--- config.mk ---
export PLATFORM = sky130hd
export DESIGN_NAME = turn_indicator_controller_top
export DESIGN_NICKNAME = d
export VERILOG_FILES = /design/src/hw/rtl/tic_pkg.sv /design/src/hw/rtl/turn_indicator_controller_top.sv /design/src/hw/rtl/tic_step.sv
export SDC_FILE = /design/constraint.sdc
export NUM_CORES = 1
export LEC_CHECK = 0
export BUFFER_PORTS_ARGS = -buffer_cell sky130_fd_sc_hd__buf_2
export CORE_ASPECT_RATIO = 0.7
export CORE_MARGIN = 2
export CORE_UTILIZATION = 60
export CTS_CLUSTER_DIAMETER = 60
export DETAILED_ROUTE_END_ITERATION = 10
export GPL_ROUTABILITY_DRIVEN = 0
export PLACE_DENSITY = 0.87
export RECOVER_POWER = 50
export SYNTH_ARGS = -nofsm -noshare
export SYNTH_HDL_FRONTEND = slang
export SYNTH_SLANG_ARGS = --single-unit
--- constraint.sdc ---
create_clock -name clk -period 4 [get_ports clk]
set_clock_uncertainty 0.1 [all_clocks]
set_input_delay 0 -clock clk [delete_from_list [all_inputs] [get_ports clk]]
set_output_delay 0 -clock clk [all_outputs]
set_load 0.05 [all_outputs]
--- src/hw/rtl/tic_pkg.sv ---
// Shared types, register indexes, reset values and state codes for the
// turn indicator controller. No dependencies.
package tic_pkg;

  typedef struct packed {
    logic              tick;
    logic              fresh_data;
    logic              standby;
    logic              hazard_request;
    logic signed [7:0] steer_signed;
    logic [6:0]        steer_magnitude;
    logic [6:0]        throttle_magnitude;
  } tic_in_t;

  typedef struct packed {
    logic left_on;
    logic right_on;
    logic hazard_on;
    logic blink_phase;
  } tic_out_t;

  typedef struct packed {
    logic [6:0]  centre_low;
    logic [6:0]  centre_high;
    logic [6:0]  blink_level;
    logic [15:0] idle_ticks;
    logic [15:0] off_ticks;
    logic [15:0] light_ticks;
    logic [15:0] dark_ticks;
    logic [1:0]  indicator_mode;
  } tic_cfg_t;

  typedef struct packed {
    logic [3:0]  mode_state;
    logic [15:0] hold_timer;
    logic [15:0] phase_counter;
    logic        phase_lit;
    logic        left_active;
    logic        right_active;
    logic        hazard_active;
  } tic_state_t;

  localparam int unsigned CfgIdxW  = 3;
  localparam int unsigned CfgDataW = 16;

  localparam logic [CfgIdxW-1:0] REG_CENTRE_LOW  = 3'd0;
  localparam logic [CfgIdxW-1:0] REG_CENTRE_HIGH = 3'd1;
  localparam logic [CfgIdxW-1:0] REG_BLINK_LEVEL = 3'd2;
  localparam logic [CfgIdxW-1:0] REG_IDLE_TICKS  = 3'd3;
  localparam logic [CfgIdxW-1:0] REG_OFF_TICKS   = 3'd4;
  localparam logic [CfgIdxW-1:0] REG_LIGHT_TICKS = 3'd5;
  localparam logic [CfgIdxW-1:0] REG_DARK_TICKS  = 3'd6;
  localparam logic [CfgIdxW-1:0] REG_IND_MODE    = 3'd7;

  localparam tic_cfg_t CFG_RESET = '{
    centre_low:     7'd8,
    centre_high:    7'd10,
    blink_level:    7'd50,
    idle_ticks:     16'd100,
    off_ticks:      16'd100,
    light_ticks:    16'd30,
    dark_ticks:     16'd30,
    indicator_mode: 2'd0
  };

  localparam logic [3:0] ST_NOT_NEUTRAL  = 4'd0;
  localparam logic [3:0] ST_NEUTRAL_WAIT = 4'd1;
  localparam logic [3:0] ST_ARMED        = 4'd2;
  localparam logic [3:0] ST_ARMED_LEFT   = 4'd3;
  localparam logic [3:0] ST_ARMED_RIGHT  = 4'd4;
  localparam logic [3:0] ST_LEFT         = 4'd5;
  localparam logic [3:0] ST_LEFT_WAIT    = 4'd6;
  localparam logic [3:0] ST_RIGHT        = 4'd7;
  localparam logic [3:0] ST_RIGHT_WAIT   = 4'd8;

  localparam tic_state_t STATE_RESET = '{
    mode_state:    ST_NOT_NEUTRAL,
    hold_timer:    16'd0,
    phase_counter: 16'd0,
    phase_lit:     1'b0,
    left_active:   1'b0,
    right_active:  1'b0,
    hazard_active: 1'b0
  };

endpackage

--- src/hw/rtl/turn_indicator_controller_top.sv ---
// Turn indicator controller top level: config registers, state registers
// and result register around tic_step. Depends on tic_pkg and tic_step.
// The result is registered: result_valid rises in the cycle after an input beat is accepted.
// Throughput: one beat per cycle while item_stall is low; the whole update is one registered pass.
// Input stalls only while a result is held and the output is stalled.
// Reset (rst, synchronous) restores register defaults, resets the state register and clears result_valid.
module turn_indicator_controller_top (
  input  logic                           clk,
  input  logic                           rst,
  input  logic                           item_valid,
  output logic                           item_stall,
  input  tic_pkg::tic_in_t               item,
  output logic                           result_valid,
  input  logic                           result_stall,
  output tic_pkg::tic_out_t              result,
  input  logic                           cfg_we,
  input  logic [tic_pkg::CfgIdxW-1:0]    cfg_index,
  input  logic [tic_pkg::CfgDataW-1:0]   cfg_data
);
  import tic_pkg::*;

  tic_cfg_t   cfg;
  tic_state_t state;
  tic_state_t state_next;
  logic       accept;

  assign item_stall = result_valid && result_stall;
  assign accept     = item_valid && !item_stall;

  always_ff @(posedge clk) begin
    if (rst) begin
      cfg <= CFG_RESET;
    end else if (cfg_we) begin
      unique case (cfg_index)
        REG_CENTRE_LOW:  cfg.centre_low     <= cfg_data[6:0];
        REG_CENTRE_HIGH: cfg.centre_high    <= cfg_data[6:0];
        REG_BLINK_LEVEL: cfg.blink_level    <= cfg_data[6:0];
        REG_IDLE_TICKS:  cfg.idle_ticks     <= cfg_data;
        REG_OFF_TICKS:   cfg.off_ticks      <= cfg_data;
        REG_LIGHT_TICKS: cfg.light_ticks    <= cfg_data;
        REG_DARK_TICKS:  cfg.dark_ticks     <= cfg_data;
        REG_IND_MODE:    cfg.indicator_mode <= cfg_data[1:0];
        default:         cfg                <= cfg;
      endcase
    end
  end

  tic_step u_step (
    .cfg  (cfg),
    .cur  (state),
    .item (item),
    .nxt  (state_next)
  );

  always_ff @(posedge clk) begin
    if (rst) begin
      state        <= STATE_RESET;
      result_valid <= 1'b0;
    end else if (accept) begin
      state        <= state_next;
      result_valid <= 1'b1;
    end else if (!result_stall) begin
      result_valid <= 1'b0;
    end
  end

  always_ff @(posedge clk) begin
    if (accept) begin
      result.left_on     <= state_next.left_active;
      result.right_on    <= state_next.right_active;
      result.hazard_on   <= state_next.hazard_active;
      result.blink_phase <= state_next.phase_lit;
    end
  end

endmodule

--- src/hw/rtl/tic_step.sv ---
// Next-state logic for one beat: hazard change, tick, then the indicator
// state machine. Depends on tic_pkg.
module tic_step (
  input  tic_pkg::tic_cfg_t   cfg,
  input  tic_pkg::tic_state_t cur,
  input  tic_pkg::tic_in_t    item,
  output tic_pkg::tic_state_t nxt
);
  import tic_pkg::*;

  logic signed [8:0] st9;
  logic signed [8:0] bl9;
  logic signed [8:0] nbl9;
  logic              ignore_th;
  logic              th_neutral;

  assign st9        = {item.steer_signed[7], item.steer_signed};
  assign bl9        = {2'b00, cfg.blink_level};
  assign nbl9       = 9'sd0 - bl9;
  assign ignore_th  = cfg.indicator_mode[0];
  assign th_neutral = ignore_th || (item.throttle_magnitude <= cfg.centre_high);

  always_comb begin
    nxt = cur;

    if (item.hazard_request != nxt.hazard_active) begin
      if (!(nxt.left_active || nxt.right_active || nxt.hazard_active)) begin
        nxt.phase_counter = cfg.light_ticks;
        nxt.phase_lit     = 1'b1;
      end
      nxt.hazard_active = item.hazard_request;
    end

    if (item.tick) begin
      if (nxt.hold_timer != 16'd0) begin
        nxt.hold_timer = nxt.hold_timer - 16'd1;
      end
      if (nxt.phase_counter == 16'd0) begin
        nxt.phase_lit     = !nxt.phase_lit;
        nxt.phase_counter = nxt.phase_lit ? cfg.light_ticks : cfg.dark_ticks;
      end else begin
        nxt.phase_counter = nxt.phase_counter - 16'd1;
      end
    end

    if (item.fresh_data && !item.standby && !cfg.indicator_mode[1]) begin
      unique case (cur.mode_state)
        ST_NEUTRAL_WAIT: begin
          if (item.steer_magnitude > cfg.centre_high || !th_neutral) begin
            nxt.mode_state   = ST_NOT_NEUTRAL;
            nxt.left_active  = 1'b0;
            nxt.right_active = 1'b0;
          end else if (nxt.hold_timer == 16'd0) begin
            nxt.mode_state = ST_ARMED;
          end
        end
        ST_ARMED: begin
          if (!th_neutral) begin
            nxt.mode_state   = ST_NOT_NEUTRAL;
            nxt.left_active  = 1'b0;
            nxt.right_active = 1'b0;
          end else if (item.steer_magnitude >= cfg.blink_level) begin
            nxt.hold_timer = cfg.idle_ticks;
            nxt.mode_state = item.steer_signed[7] ? ST_ARMED_LEFT : ST_ARMED_RIGHT;
          end
        end
        ST_ARMED_LEFT: begin
          if (!th_neutral) begin
            nxt.mode_state   = ST_NOT_NEUTRAL;
            nxt.left_active  = 1'b0;
            nxt.right_active = 1'b0;
          end else if (st9 > nbl9) begin
            nxt.mode_state = ST_ARMED;
          end else if (nxt.hold_timer == 16'd0) begin
            if (!(nxt.left_active || nxt.right_active || nxt.hazard_active)) begin
              nxt.phase_counter = cfg.light_ticks;
              nxt.phase_lit     = 1'b1;
            end
            nxt.mode_state   = ST_LEFT;
            nxt.left_active  = 1'b1;
            nxt.right_active = 1'b0;
          end
        end
        ST_ARMED_RIGHT: begin
          if (!th_neutral) begin
            nxt.mode_state   = ST_NOT_NEUTRAL;
            nxt.left_active  = 1'b0;
            nxt.right_active = 1'b0;
          end else if (st9 < bl9) begin
            nxt.mode_state = ST_ARMED;
          end else if (nxt.hold_timer == 16'd0) begin
            if (!(nxt.left_active || nxt.right_active || nxt.hazard_active)) begin
              nxt.phase_counter = cfg.light_ticks;
              nxt.phase_lit     = 1'b1;
            end
            nxt.mode_state   = ST_RIGHT;
            nxt.left_active  = 1'b0;
            nxt.right_active = 1'b1;
          end
        end
        ST_LEFT: begin
          if (st9 > bl9) begin
            nxt.mode_state   = ST_NOT_NEUTRAL;
            nxt.left_active  = 1'b0;
            nxt.right_active = 1'b0;
          end else if (st9 > nbl9) begin
            nxt.hold_timer = cfg.off_ticks;
            nxt.mode_state = ST_LEFT_WAIT;
          end
        end
        ST_LEFT_WAIT: begin
          if (st9 > bl9) begin
            nxt.mode_state   = ST_NOT_NEUTRAL;
            nxt.left_active  = 1'b0;
            nxt.right_active = 1'b0;
          end else if (st9 < nbl9) begin
            nxt.mode_state = ST_LEFT;
          end else if (nxt.hold_timer == 16'd0) begin
            nxt.mode_state   = ST_NOT_NEUTRAL;
            nxt.left_active  = 1'b0;
            nxt.right_active = 1'b0;
          end
        end
        ST_RIGHT: begin
          if (st9 < nbl9) begin
            nxt.mode_state   = ST_NOT_NEUTRAL;
            nxt.left_active  = 1'b0;
            nxt.right_active = 1'b0;
          end else if (st9 < bl9) begin
            nxt.hold_timer = cfg.off_ticks;
            nxt.mode_state = ST_RIGHT_WAIT;
          end
        end
        ST_RIGHT_WAIT: begin
          if (st9 < nbl9) begin
            nxt.mode_state   = ST_NOT_NEUTRAL;
            nxt.left_active  = 1'b0;
            nxt.right_active = 1'b0;
          end else if (st9 > bl9) begin
            nxt.mode_state = ST_RIGHT;
          end else if (nxt.hold_timer == 16'd0) begin
            nxt.mode_state   = ST_NOT_NEUTRAL;
            nxt.left_active  = 1'b0;
            nxt.right_active = 1'b0;
          end
        end
        default: begin
          // not neutral, and unused codes
          if (item.steer_magnitude <= cfg.centre_low &&
              (ignore_th || item.throttle_magnitude <= cfg.centre_low)) begin
            nxt.hold_timer = cfg.idle_ticks;
            nxt.mode_state = ST_NEUTRAL_WAIT;
          end
        end
      endcase
    end
  end

endmodule

==> results.json <==
{
  "antenna_left": 0,
  "criticalPathCategory": "reg -> reg",
  "overflow": 0,
  "worst_slew_pin_slew_ps": 2000,
  "end_kind": "flip-flop",
  "layout-drive-gt1-share_pct": 11.6,
  "num_rows": 37,
  "slew_headroom_pct": -33.0,
  "die_y_um": 107,
  "peakVddDrop_v": 0.000323,
  "core_mm2": 0.0147,
  "vias": 9552,
  "drt_iter0_markers": 1444,
  "power_leakage_nw": 4.15,
  "htree_num_levels": 4,
  "post-dp-hpwl_um": 20300,
  "cp_top_family": "compound AO/OA/AOI/OAI gates",
  "yosysUniqueCellTypes": 80,
  "post_cts_resized": 0,
  "path_buf_inv": 1,
  "clkSlewWorstSetupHoldPaths_ps": 60,
  "grt.total_usage_pct": 36.0,
  "port_buffers": 55,
  "synth_edf_count": 4,
  "rsz0062_at_grt": "false",
  "synth_fp_nets": 1277,
  "antenna_cells": 0,
  "path_max_fanout": 11,
  "p_sw_share_pct": 33.7,
  "maxCapViolCount": 1,
  "syn_avg_cell_area_um2": 7.72,
  "antenna_found_initial": 0,
  "initial_utilization_pct": 61.5,
  "max_stage_delay_ps": 570,
  "ys_ff_latch": 132,
  "grt_max_degree": 104,
  "crit_arrival_ps": 3880,
  "design_power_total_mw": 3.82,
  "grt_pass1_vias": 8605,
  "cts-root-buf": "clkbuf_16",
  "yosys_warnings": 0,
  "syn_area_mm2": 0.00906,
  "drc": 0,
  "layout.nets": 1328,
  "ys_async_sr_fraction_pct": 0,
  "drv_slew": 104,
  "wl_per_cell_um": 19.9,
  "min_from": "item[24]",
  "final_common_cell": "nand2_1",
  "combPwrFrac_pct": 22.9,
  "most-common-layout-cells": "nand2_1, dfxtp_1, a21oi_1",
  "pwr_density_cell_mw_per_mm2": 373,
  "cts_buffers": 17,
  "die-width_um": 151,
  "yosys.area.top_type": "dfxtp_1",
  "slowest_stage": "o32ai_2",
  "syn_inst": 1173,
  "first_pass_iters": 7,
  "synth_top_area_share_pct": 28.3,
  "synth_ff_type": "dfxtp_1",
  "min_path_type": "in -> reg",
  "synth_area_leaders": "dfxtp_1, nand2_1, ha_1",
  "clock_latency_ps": 430,
  "dpl_cell_area_mm2": 0.00948,
  "io_pins": 56,
  "cts_tree": "yes",
  "yosysSeqAreaShare_pct": 29.6,
  "finalCritPeriodShare_pct": 93.0,
  "crit_required_ps": 4160,
  "cp_cell_sequence": "nor3_1 -> nand3_1 -> nor3_1 -> ha_1 -> nor3b_1 -> and2_1 -> a21oi_1 -> nand2_1 -> o32ai_2 -> buf_4 -> a221o_1 -> a21oi_1 -> a2111oi_0",
  "cts_sinks": 132,
  "p_switching_mw": 1.29,
  "fin_crit_ps": 3720,
  "startpoint": "cfg[68]",
  "vias_per_cell": 6.67,
  "die-area_mm2": 0.0161,
  "max_freq_mhz": 269,
  "tns_ps": 0,
  "outcome": "finished with violations",
  "setup_viol": 0,
  "area_delta_synth_final_pct": 13.2,
  "cts_max_path_buffers": 2,
  "hold_viol_final": 0,
  "r2r_start": "cfg[68]",
  "design_area_mm2": 0.0102,
  "wl_um": 28400,
  "intPower_mw": 2.53,
  "startpoint_type": "flip-flop",
  "grt_pass1_wl_um": 45100,
  "post-route-util_pct": 69.6,
  "p_seq_share_pct": 38.2,
  "clockPowerShare_pct": 38.9,
  "violations": "max-capacitance violations, max-slew violations"
}
-- power by group through the flow --
stage                     sequential (mW)  combinational (mW)  clock, mW
after floorplan                      1.45               0.608          0
after global placement               1.48               0.796          0
after detailed placement             1.48               0.820          0
after CTS                            1.45               0.847       1.48
after global routing                 1.46               0.947       1.54
final                                1.46               0.875       1.49
-- area by class of cell --
| class | count | area [um^2] |
|---|---|---|
| fillers | 1133 | 4470 |
| flip-flops and latches | 132 | 2680 |
| multi-input cells | 930 | 5950 |
| repair buffers | 102 | 673 |
| clock inverters | 14 | 118 |
| clock buffers | 18 | 429 |
| well taps | 195 | 244 |
| inverters | 41 | 154 |
-- state kept, by name (all words and copies together) (netlist names) --
name / count
result: 4
result_valid: 1
state: 40
cfg: 87
-- through the flow --
| step | std cells | worst slack (ps) | hold slack [ps] |
|---|---|---|---|
| after floorplan | 1173 | 516 | 17.8 |
| after global placement | 1376 | 625 | 124 |
| after detailed placement | 1376 | 424 | 146 |
| after CTS | 1432 | 395 | 124 |
| after global routing | 1432 | 16.5 | 214 |
| final | 1432 | 279 | 224 |
-- synth_stat cells, drive strengths merged (14+ instances only) --
| library cell | number |
|---|---|
| nand2 | 204 |
| dfxtp | 128 |
| a21oi | 107 |
| nor2 | 86 |
| clkbuf | 61 |
| ha | 54 |
| nor3 | 50 |
| mux2i | 48 |
| inv | 41 |
| o21ai | 38 |
| nand3 | 35 |
| nand3b | 24 |
| nor2b | 17 |
| nor4 | 15 |
| a221o | 14 |
-- worst register-to-register path, stage by stage, from the launching register on --
cell and delay [ps]:
dfxtp_1 360, nor3_1 300, nand3_1 180, nor3_1 170
ha_1 280, nor3b_1 160, and2_1 160, a21oi_1 200
nand2_1 170, o32ai_2 570, buf_4 280, a221o_1 160
a21oi_1 40, a2111oi_0 430
-- layer usage --
layer / wire length (um) / track usage (%)
met2: 11500 / 49.9
met5: 0 / 0
met3: 4150 / 11.6
met1: 12100 / 53.2
met4: 676 / 9.55
-- kinds of logic (layout without fill, tap and decap cells) --
group / Yosys count / in the layout / share of synthesized area, %
AND/OR/NAND/NOR: 501 / 501 / 27.1
AO/OA/AOI/OAI: 299 / 299 / 22.6
flip-flops: 132 / 132 / 29.6
buffers and inverters: 111 / 175 / 4.86
multiplexers: 60 / 60 / 6.80
adder cells (fa/ha/maj): 54 / 54 / 7.46
XOR/XNOR: 16 / 16 / 1.55
-- final timing paths --
check | end | slack, ps | depth (start not counted)
worst max-delay path | state[22] | 280 | 13
worst min-delay path | state[32] | 220 | 5
worst max register to register | state[22] | 280 | 13
worst min register to register | cfg[12] | 350 | 2
-- repair_timing --
| item | CTS | global route |
|---|---|---|
| hold buffers | 24 | 0 |
| endpoints found under the hold margin | 110 | 0 |
| setup buffers | 0 | 0 |
Note: power is estimated with default switching activity, not from simulation.
